===== config.mk =====
export PLATFORM = sky130hd
export DESIGN_NAME = nsmu_queue
export DESIGN_NICKNAME = d
export VERILOG_FILES = /design/src/design/nsmu_pkg.sv /design/src/design/nsmu_queue.sv
export SDC_FILE = /design/constraint.sdc
export NUM_CORES = 1
export LEC_CHECK = 0
export BUFFER_PORTS_ARGS = -buffer_cell sky130_fd_sc_hd__buf_2
export CAP_MARGIN = 20
export CORE_ASPECT_RATIO = 0.6
export CORE_UTILIZATION = 49
export DETAILED_ROUTE_END_ITERATION = 8
export GPL_ROUTABILITY_DRIVEN = 0
export GPL_TIMING_DRIVEN = 1
export PLACE_DENSITY = 0.75
export REMOVE_ABC_BUFFERS = 1
export SYNTH_ARGS = -nofsm -noshare
export SYNTH_HDL_FRONTEND = slang
export SYNTH_SLANG_ARGS = --single-unit

===== constraint.sdc =====
create_clock -name clock -period 6.4 [get_ports clock]
set_input_delay 0.96 -clock clock [delete_from_list [all_inputs] [get_ports clock]]
set_output_delay 0.96 -clock clock [all_outputs]
set_load 0.02 [all_outputs]

===== src/design/nsmu_pkg.sv =====
// Shared types, constants and the sigmoid table of the neuron update core.
package nsmu_pkg;

   localparam int DEF_MAX_LINKS = 64;

   localparam logic [15:0] LEARN_RATE_RESET = 16'd9830;
   localparam logic [15:0] MOMENTUM_RESET   = 16'd32768;

   localparam logic REG_LEARN_RATE = 1'b0;
   localparam logic REG_MOMENTUM   = 1'b1;

   typedef enum logic [1:0] {
      CMD_LOAD = 2'd0,
      CMD_FWD  = 2'd1,
      CMD_ADJ  = 2'd2
   } cmd_type;

   typedef struct packed {
      cmd_type            cmd;
      logic               link_ok;
      logic [5:0]         link_index;
      logic signed [15:0] activation;
      logic signed [15:0] weight_value;
      logic signed [15:0] error_value;
      logic               last;
   } item_type;

   typedef struct packed {
      logic [15:0] learn_rate;
      logic [15:0] momentum;
   } cfg_type;

   typedef enum logic [3:0] {
      ST_CLEAR,
      ST_IDLE,
      ST_FWD_MUL,
      ST_FWD_ACC,
      ST_SIG_LOOKUP,
      ST_SIG_OUT,
      ST_ADJ_MUL,
      ST_ADJ_SCALE,
      ST_ADJ_SUM,
      ST_ADJ_ROUND,
      ST_ADJ_WRITE
   } back_state_type;

   // round(4096*sigmoid(k/2)); past the end the curve is flat at its top
   function automatic logic [11:0] sig_table(input logic [4:0] k);
      logic [11:0] v;
      unique case (k)
         5'd0:    v = 12'd2048;
         5'd1:    v = 12'd2550;
         5'd2:    v = 12'd2994;
         5'd3:    v = 12'd3349;
         5'd4:    v = 12'd3608;
         5'd5:    v = 12'd3785;
         5'd6:    v = 12'd3902;
         5'd7:    v = 12'd3976;
         5'd8:    v = 12'd4022;
         5'd9:    v = 12'd4051;
         5'd10:   v = 12'd4069;
         5'd11:   v = 12'd4079;
         5'd12:   v = 12'd4086;
         5'd13:   v = 12'd4090;
         5'd14:   v = 12'd4092;
         5'd15:   v = 12'd4094;
         default: v = 12'd4095;
      endcase
      return v;
   endfunction

endpackage


===== src/design/nsmu_queue.sv =====
// Two-entry request queue between intake and execution.
module nsmu_queue import nsmu_pkg::*; (
   input  logic     clock,
   input  logic     reset,
   input  logic     push,
   input  item_type push_item,
   input  logic     pop,
   output item_type head_item,
   output logic     full,
   output logic     empty
);

   item_type   slot_ff [2];
   logic       wr_ptr_ff, wr_ptr_in;
   logic       rd_ptr_ff, rd_ptr_in;
   logic [1:0] count_ff, count_in;

   assign full      = count_ff == 2'd2;
   assign empty     = count_ff == 2'd0;
   assign head_item = slot_ff[rd_ptr_ff];

   always_comb begin
      wr_ptr_in = push ? !wr_ptr_ff : wr_ptr_ff;
      rd_ptr_in = pop ? !rd_ptr_ff : rd_ptr_ff;
      count_in  = count_ff + {1'b0, push} - {1'b0, pop};
   end

   always_ff @(posedge clock) begin
      if (reset) begin
         wr_ptr_ff <= 1'b0;
         rd_ptr_ff <= 1'b0;
         count_ff  <= 2'd0;
      end else begin
         wr_ptr_ff <= wr_ptr_in;
         rd_ptr_ff <= rd_ptr_in;
         count_ff  <= count_in;
      end
   end

   always_ff @(posedge clock) begin
      if (push) begin
         slot_ff[wr_ptr_ff] <= push_item;
      end
   end

endmodule


==> results of run 1 <==
## area by class of cell
| type | count | area (µm²) | share of cell area [%] |
|---|---|---|---|
| flip-flops and latches | 121 | 3580 | 62.5 |
| multi-input cells | 72 | 846 | 14.7 |
| well taps | 112 | 140 | 2.44 |
| clock buffers | 27 | 483 | 8.42 |
| repair buffers | 124 | 628 | 10.9 |
| inverters | 2 | 7.51 | 0.131 |
| clock inverters | 5 | 50.0 | 0.872 |
## metal layers
metal  part of all wire [%]  global-route usage [%]  vias up
met4                   0.68                    6.22        0
met1                     43                    20.3     1089
met5                      0                       0        -
met2                     45                    26.3       98
met3                     11                    10.4        5
li1                       -                       -     1068
## logic make-up (layout without fill, tap and decap cells)
kind of cell | count (synthesis) | count (layout) | share of synthesized area (%)
multiplexers | 58 | 58 | 16.3
buffers and inverters | 8 | 158 | 1.26
adder cells (fa/ha/maj) | 2 | 2 | 0.559
AND/OR/NAND/NOR | 9 | 9 | 0.978
flip-flops | 121 | 121 | 80.0
XOR/XNOR | 3 | 3 | 0.894
## cell usage in the layout, fill, tap and decap left out
cell       count
and2_2         1
buf_2        121
buf_4          3
bufinv_16      1
clkbuf_1       8
clkbuf_16     17
clkbuf_8       2
clkinv_2       4
dfxtp_1        4
dfxtp_2        1
edfxtp_1     116
ha_1           2
inv_1          2
mux2_2        38
mux2_4        20
nor2_1         5
nor2b_1        2
nor2b_4        1
xnor2_1        2
xnor3_1        1
## registers in the layout, summed over array words and instances, names as in the netlist, named ones only
name / cells
slot_ff: 116
count_ff: 2
rd_ptr_ff: 1
wr_ptr_ff: 1
## critical path, cell delays in order, from the launching register on
cell,delay [ns]
dfxtp_2,0.84
buf_4,0.55
mux2_2,0.40
buf_2,0.16
## power breakdown
group	internal, µW	leakage [µW]	switching, µW
sequential	927	0.00113	20.9
combinational	103	0.000849	129
clock	551	0.000263	292
## metrics by stage
step                worst slack [ns]  hold WS (ns)  cells
floorplan                       2.40         0.480    195
CTS                             3.02         0.522    463
global route                    2.92         0.565    463
detailed placement              3.46         0.506    431
global placement                3.48         0.495    431
finish                          3.07         0.512    463
## worst min path at each step
stage / depth (start not counted) / end / start / slack (ns)
2_1_floorplan: 2 / flip-flop / rd_ptr_ff / 0.48
3_3_place_gp: 2 / flip-flop / rd_ptr_ff / 0.49
3_5_place_dp: 2 / flip-flop / rd_ptr_ff / 0.51
4_1_cts: 2 / flip-flop / rd_ptr_ff / 0.52
5_1_grt: 2 / flip-flop / rd_ptr_ff / 0.56
6_report: 2 / flip-flop / rd_ptr_ff / 0.51
==> results_dict.tcl, run 1 <==
set metrics [dict create \
    fmax_ghz 0.300 \
    rr_endpoint "slot_ff[1][52]" \
    timing.rr.start "wr_ptr_ff" \
    tns_ns 0 \
    synthTopCellsByArea "edfxtp_1 (78%), mux2_2 (9.6%), mux2_4 (6.7%)" \
    end_kind "primary output" \
    cts_tree "yes" \
    crit_type "flip-flop to primary output" \
    period_needed_ns 3.33 \
    first_global_vias 2417 \
    viasPerCell 4.88 \
    postRouteAntennaNets 0 \
    setup_violations 0 \
    vias 2260 \
    synth_warnings 0 \
    ioPinCount 122 \
    skew_ns 0.00767 \
    drc_errors 9 \
    design_area_um2 5740 \
    relSlewSlack_pct 47.1 \
    insertion_delay_ns 0.39 \
    leakage_uw 0.00224 \
    cts_buffer_depth 2 \
    p_total_uw 2020 \
    holdBufCountCts 0 \
    r2r_cells 2 \
    io_buffers 121 \
    nFillCells 613 \
    core_um2 8690 \
    cts.htree.levels 4 \
    violations "DRC" \
    rsz0062_at_grt "false" \
    netlist_area_um2 4480 \
    wl_per_cell_um 16.2 \
    cp_max_fo 31 \
    synth_edf_count 116 \
    antenna_cells 0 \
    first_iter_violations 184 \
    endpoint "head_item[2]" \
    status "finished, violations left" \
    path_clk_slew_ns 0.05 \
    grt_usage_pct 17.3 \
    drv_slew 0 \
    worstPathRequired_ns 5.44 \
    grt_antenna_before_repair 0 \
    power.density_nw_per_um2 352 \
    ys_types 13 \
    hold_class "flip-flop to flip-flop" \
    ys_seq_area_share_pct 80.0 \
    clkSinkCount 121 \
    synth_top_area_share_pct 77.8 \
    globalRoute.totalOverflow 0 \
    utilization_pct 66.1 \
    synthArstFlopShare_pct 0 \
    wl_um 7490 \
    synth-seq-cells 121 \
    placed_cell_area_um2 5210 \
    post_cts_buffers 0 \
    dieWidth_um 125 \
    reg2reg_slack_ns 4.83 \
    syn_inst 201 \
    synth_ff_type "edfxtp_1" \
    period_share_pct 52.0 \
    cap_violations 0 \
    crit_arrival_ns 2.37 \
    synth_area_leader_cell "edfxtp_1" \
    cts_root_buf "clkbuf_16" \
    syn_area_per_cell_um2 22.3 \
    worst_pin_slew_ns 0.794 \
    die_y_um 76.0 \
    drive_gt1_share_pct 59.5 \
    peakVddDrop_mv 0.265 \
    dpl.hpwl_um 4570 \
    ctsResizeCount 0 \
    cp-start-kind "flip-flop" \
    grt_pass1_wl_um 11900 \
    grt_max_degree 59 \
    synth.most_common_cell "edfxtp_1" \
    die_area_um2 9540 \
    numCtsBuffers 17 \
    drt_pass1_iterations 6 \
    hold_viol 0 \
    start_util_pct 51.5 \
    rows 26 \
    fin_nets 402 \
    synthTopCellsByCount "edfxtp_1 (116), mux2_2 (38), mux2_4 (20), dfxtp_1 (5), nor2_1 (5)" \
    area_growth_pct 28.2 \
]
Note: power is estimated with default switching activity, not from simulation.
==> run 2, diff against run 1 <==
clock period = 3.45 ns   (was 6.4 ns; I/O delays follow)
==> results_dict.tcl, run 2 (same netlist as run 1, synthesis figures left out) <==
set metrics [dict create \
    largest_reg_flops 116 \
    clockPowerShare_pct 42.7 \
    status "finished, violations left" \
    r2r_cells 2 \
    cts_root_buf "clkbuf_16" \
    fmax_ghz 0.376 \
    reg2reg_slack_ns 1.61 \
    end_kind "primary output" \
    ctsResizeCount 0 \
    drc_errors 18 \
    cts_tree "yes" \
    cp-start-kind "flip-flop" \
    fin_nets 404 \
    dpl.hpwl_um 5120 \
    crit_arrival_ns 2.14 \
    core_um2 8690 \
    cts.htree.levels 4 \
    drive_gt1_share_pct 60.1 \
    first_iter_violations 139 \
    max_stage_delay_ns 0.85 \
    die_area_um2 9540 \
    power.density_nw_per_um2 662 \
    holdBufCountCts 0 \
    worst_pin_slew_ns 0.817 \
    drv_slew 0 \
    period_needed_ns 2.66 \
    tns_ns 0 \
    period_share_pct 77.1 \
    io_buffers 121 \
    rows 26 \
    relSlewSlack_pct 45.5 \
    grt_antenna_before_repair 1 \
    viasPerCell 4.91 \
    largestRegisters "slot_ff: 116 flops, count_ff: 2 flops" \
    post_cts_buffers 0 \
    regMostFlops "slot_ff" \
    layout.cells.non_filler 466 \
    drt_pass1_iterations 6 \
    insertion_delay_ns 0.41 \
    vias 2288 \
    hold_class "input port to flip-flop" \
    grt_pass1_wl_um 12500 \
    path_clk_slew_ns 0.05 \
    p_sw_share_pct 21.9 \
    path_cells "buf_12, mux2_2, buf_2" \
    crit_type "flip-flop to primary output" \
    p_seq_share_pct 45.8 \
    leakage_uw 0.00227 \
    hold_viol 0 \
    cp_max_fo 30 \
    numCtsBuffers 17 \
    setup_violations 0 \
    power_switching_uw 841 \
    comb_power_share_pct 11.5 \
    critPathSlowestCell "dfxtp_2" \
    skew_ns 0.0122 \
    dp.cells 433 \
    wl_um 7980 \
    final_cell_mix "buf_2 (121), edfxtp_1 (116), mux2_2 (38), mux2_4 (20), clkbuf_16 (17)" \
    worstPathRequired_ns 2.93 \
    start_util_pct 51.5 \
    layout_commonest_cell "buf_2" \
    grt_usage_pct 18.5 \
    internal_power_uw 3000 \
    nFillCells 590 \
    postRouteAntennaNets 0 \
    grt_max_degree 34 \
    peakVddDrop_mv 0.425 \
    cap_violations 0 \
    die_y_um 76.0 \
    dieWidth_um 125 \
    cts_buffer_depth 2 \
    violations "DRC" \
    rsz0062_at_grt "false" \
    clkSinkCount 121 \
    hold_depth 1 \
    globalRoute.totalOverflow 0 \
    wl_per_cell_um 17.1 \
    ioPinCount 122 \
    first_global_vias 2427 \
    area_growth_pct 29.5 \
]
==> run 2: changes by cell type in the layout (fill, tap and decap cells not counted), sizes merged <==
cell,previous run,this run
clkbuf,27,29
buf,124,126
diode,0,1
clkinv,4,2
==> run 2: per-stage QoR <==
step                      hold WS [ns]  instance area (µm²)  setup slack [ns]  power, µW  utilization [%]
final                            0.298                 5800             0.790       3840             66.7
after global routing             0.277                 5790             0.700       3980             66.7
after CTS                        0.280                 5790             0.755       3890             66.7
after detailed placement         0.518                 5230              1.20       2230             60.3
after global placement           0.504                 5230              1.23       2220             60.3
after floorplan                  0.480                 4430            -0.107       2070                -
==> run 2: per-layer routing <==
metal  up-vias  global-route usage, %  wire length (µm)
met5         -                      0                13
met4         2                   9.15               122
li1       1074                      -                 -
met2        96                   26.8              3640
met1      1103                   22.9              3380
met3        13                   9.48               816
==> run 2: worst paths after layout <==
| kind | startpoint | end |
|---|---|---|
| setup / recovery | flip-flop | head_item[17] |
| hold reg to reg | rd_ptr_ff | rd_ptr_ff |
| hold / removal | push_item[4] | slot_ff[0][4] |
| setup reg to reg | wr_ptr_ff | slot_ff[1][48] |
==> run 2: power by group through the flow <==
stage	Combinational, µW	Sequential, µW	Clock [µW]
2_1_floorplan	277	1790	0
3_3_place_gp	435	1780	0
3_5_place_dp	443	1790	0
4_1_cts	446	1760	1680
5_1_grt	472	1770	1750
6_report	440	1760	1640
==> run 2: worst max-delay path, delay by kind of cell (launching register included) <==
kind	cells	cell delay [ns]
buffers and inverters	2	0.47
multiplexers	1	0.37
flip-flops	1	0.85
==> run 2: cell type report <==
class | instances | area (µm²) | share of cell area [%]
timing repair buffer | 126 | 656 | 11.3
tap | 112 | 140 | 2.42
multi-input combinational | 72 | 846 | 14.6
inverter | 2 | 7.51 | 0.130
clock buffer | 29 | 520 | 8.98
sequential | 121 | 3580 | 61.8
antenna | 1 | 2.50 | 0.0432
clock inverter | 3 | 40.0 | 0.691
==> run 3, diff against run 2 <==
ABC_AREA = 1   (was default)
clock period = 2.65 ns   (was 3.45 ns; I/O delays follow)
==> results_dict.tcl, run 3 <==
set metrics [dict create \
    antenna_cells 0 \
    crit_arrival_ns 1.79 \
    postRouteAntennaNets 0 \
    wl_met3_um 808 \
    drt_pass1_iterations 7 \
    clkSinkCount 121 \
    grt_antenna_before_repair 0 \
    area_growth_pct 29.0 \
    largest_reg_flops 116 \
    die_area_um2 9550 \
    worst_pin_slew_ns 0.581 \
    wl_um 7870 \
    cts_buffer_depth 2 \
    dpl.hpwl_um 5080 \
    grt_pass1_wl_um 12100 \
    hold_class "input port to flip-flop" \
    cts_root_buf "clkbuf_16" \
    insertion_delay_ns 0.40 \
    leakage_uw 0.00228 \
    synth_warnings 0 \
    synthArstFlopShare_pct 0 \
    period_share_pct 82.5 \
    ctsResizeCount 0 \
    fmax_ghz 0.457 \
    utilization_pct 66.6 \
    drv_slew 0 \
    ys_seq_area_share_pct 79.9 \
    cp_max_fo 41 \
    synth_top_area_share_pct 77.7 \
    met2WireLength_um 3500 \
    core_um2 8690 \
    grt_usage_pct 17.7 \
    regMostFlops "slot_ff" \
    layout_commonest_cell "buf_2" \
    first_iter_violations 136 \
    relSlewSlack_pct 61.3 \
    post_cts_buffers 0 \
    rows 26 \
    rsz0062_at_grt "false" \
    cp-start-kind "flip-flop" \
    viasPerCell 4.89 \
    numCtsBuffers 17 \
    multiInputGateArea_um2 830 \
    synth_ff_type "edfxtp_1" \
    p_total_uw 4880 \
    globalRoute.totalOverflow 0 \
    crit_type "flip-flop to primary output" \
    synthTopCellsByCount "edfxtp_1 (116), mux2_2 (38), mux2_4 (20), inv_1 (8), nor2_1 (8)" \
    area.sequential_um2 3580 \
    start_util_pct 51.6 \
    holdBufCountCts 0 \
    end_kind "primary output" \
    fin_nets 414 \
    top_layer "met4" \
    synth_area_leader_cell "edfxtp_1" \
    grt_max_degree 60 \
    period_needed_ns 2.19 \
    peakVddDrop_mv 0.555 \
    first_global_vias 2469 \
    synthTopCellsByArea "edfxtp_1 (78%), mux2_2 (9.5%), mux2_4 (6.7%)" \
    ioPinCount 122 \
    status "finished, violations left" \
    drc_errors 9 \
    power.density_nw_per_um2 844 \
    skew_ns 0.00399 \
    syn_inst 211 \
    die_y_um 76.1 \
    met1_length_um 3440 \
    synth-seq-cells 121 \
    cap_violations 0 \
    final_cell_mix "buf_2 (121), edfxtp_1 (116), mux2_2 (38), mux2_4 (20), clkbuf_16 (17)" \
    hold_viol 0 \
    drive_gt1_share_pct 58.4 \
    cts.htree.levels 4 \
    wl_per_cell_um 16.6 \
    violations "DRC" \
    nFillCells 604 \
    syn_area_per_cell_um2 21.3 \
    synth_edf_count 116 \
    synth.most_common_cell "edfxtp_1" \
    ys_types 14 \
    largestRegisters "slot_ff: 116 flops, count_ff: 2 flops" \
    path_clk_slew_ns 0.05 \
    cts_tree "yes" \
    worstPathRequired_ns 2.25 \
    vias 2322 \
    dieWidth_um 126 \
    io_buffers 121 \
    setup_violations 0 \
    netlist_area_um2 4480 \
]
[run 3: changes by cell type in the layout (fill, tap and decap cells not counted), moves of 2 or more]
| cell | previous run | this run |
|---|---|---|
| clkbuf_1 | 7 | 3 |
| nor2b_1 | 2 | 0 |
| clkinv_2 | 2 | 5 |
| nor2_1 | 5 | 7 |
| clkbuf_8 | 5 | 0 |
| nand2_1 | 0 | 4 |
| clkinv_1 | 0 | 4 |
| inv_1 | 2 | 7 |
[run 3: cells by family after synthesis]
family	Yosys count	share of synthesized area (%)
flip-flops	121	79.9
multiplexers	58	16.2
buffers and inverters	14	1.76
AND/OR/NAND/NOR	14	1.23
adder cells (fa/ha/maj)	2	0.558
AO/OA/AOI/OAI	1	0.112
XOR/XNOR	1	0.195
[run 3: final cells by class]
cell class              instances  area share, %
flip-flops and latches        121           62.0
inverters                       8          0.519
clock inverters                12           1.86
multi-input cells              76           14.3
clock buffers                  20           7.55
well taps                     112           2.42
repair buffers                126           11.3
[run 3: through the flow]
step | cell area (µm²) | hold WS [ns] | TNS [ns] | setup WS [ns] | cells
after floorplan | 4440 | 0.469 | -41.89 | -0.697 | 205
after global placement | 5240 | 0.497 | 0 | 0.866 | 443
after detailed placement | 5240 | 0.513 | 0 | 0.860 | 443
after CTS | 5780 | 0.164 | 0 | 0.426 | 475
after global routing | 5780 | 0.165 | 0 | 0.361 | 475
final | 5780 | 0.182 | 0 | 0.464 | 475
[run 3: critical path: stages (launching register included)]
cell	delay [ns]
dfxtp_2	0.32
buf_4	0.47
mux2_2	0.41
buf_2	0.16
[run 3: worst paths after layout]
check | endpoint | slack [ns] | cells after the start | from
setup / recovery | head_item[32] | 0.46 | 3 | flip-flop
hold reg to reg | rd_ptr_ff | 0.52 | 2 | rd_ptr_ff
setup reg to reg | slot_ff[1][22] | 1.42 | 3 | wr_ptr_ff
hold / removal | slot_ff[0][2] | 0.18 | 1 | push_item[2]
[run 3: metal layers]
layer	GRT usage, %	vias up
li1	-	1095
met4	9.15	0
met1	21.1	1117
met5	0	-
met3	9.06	10
met2	26.6	100
[run 3: report_power, final]
part	internal (µW)	total (µW)	leakage [µW]	switching, µW
clock network	1360	2100	0.000267	739
logic	229	544	0.000883	315
registers	2220	2240	0.00113	26.4
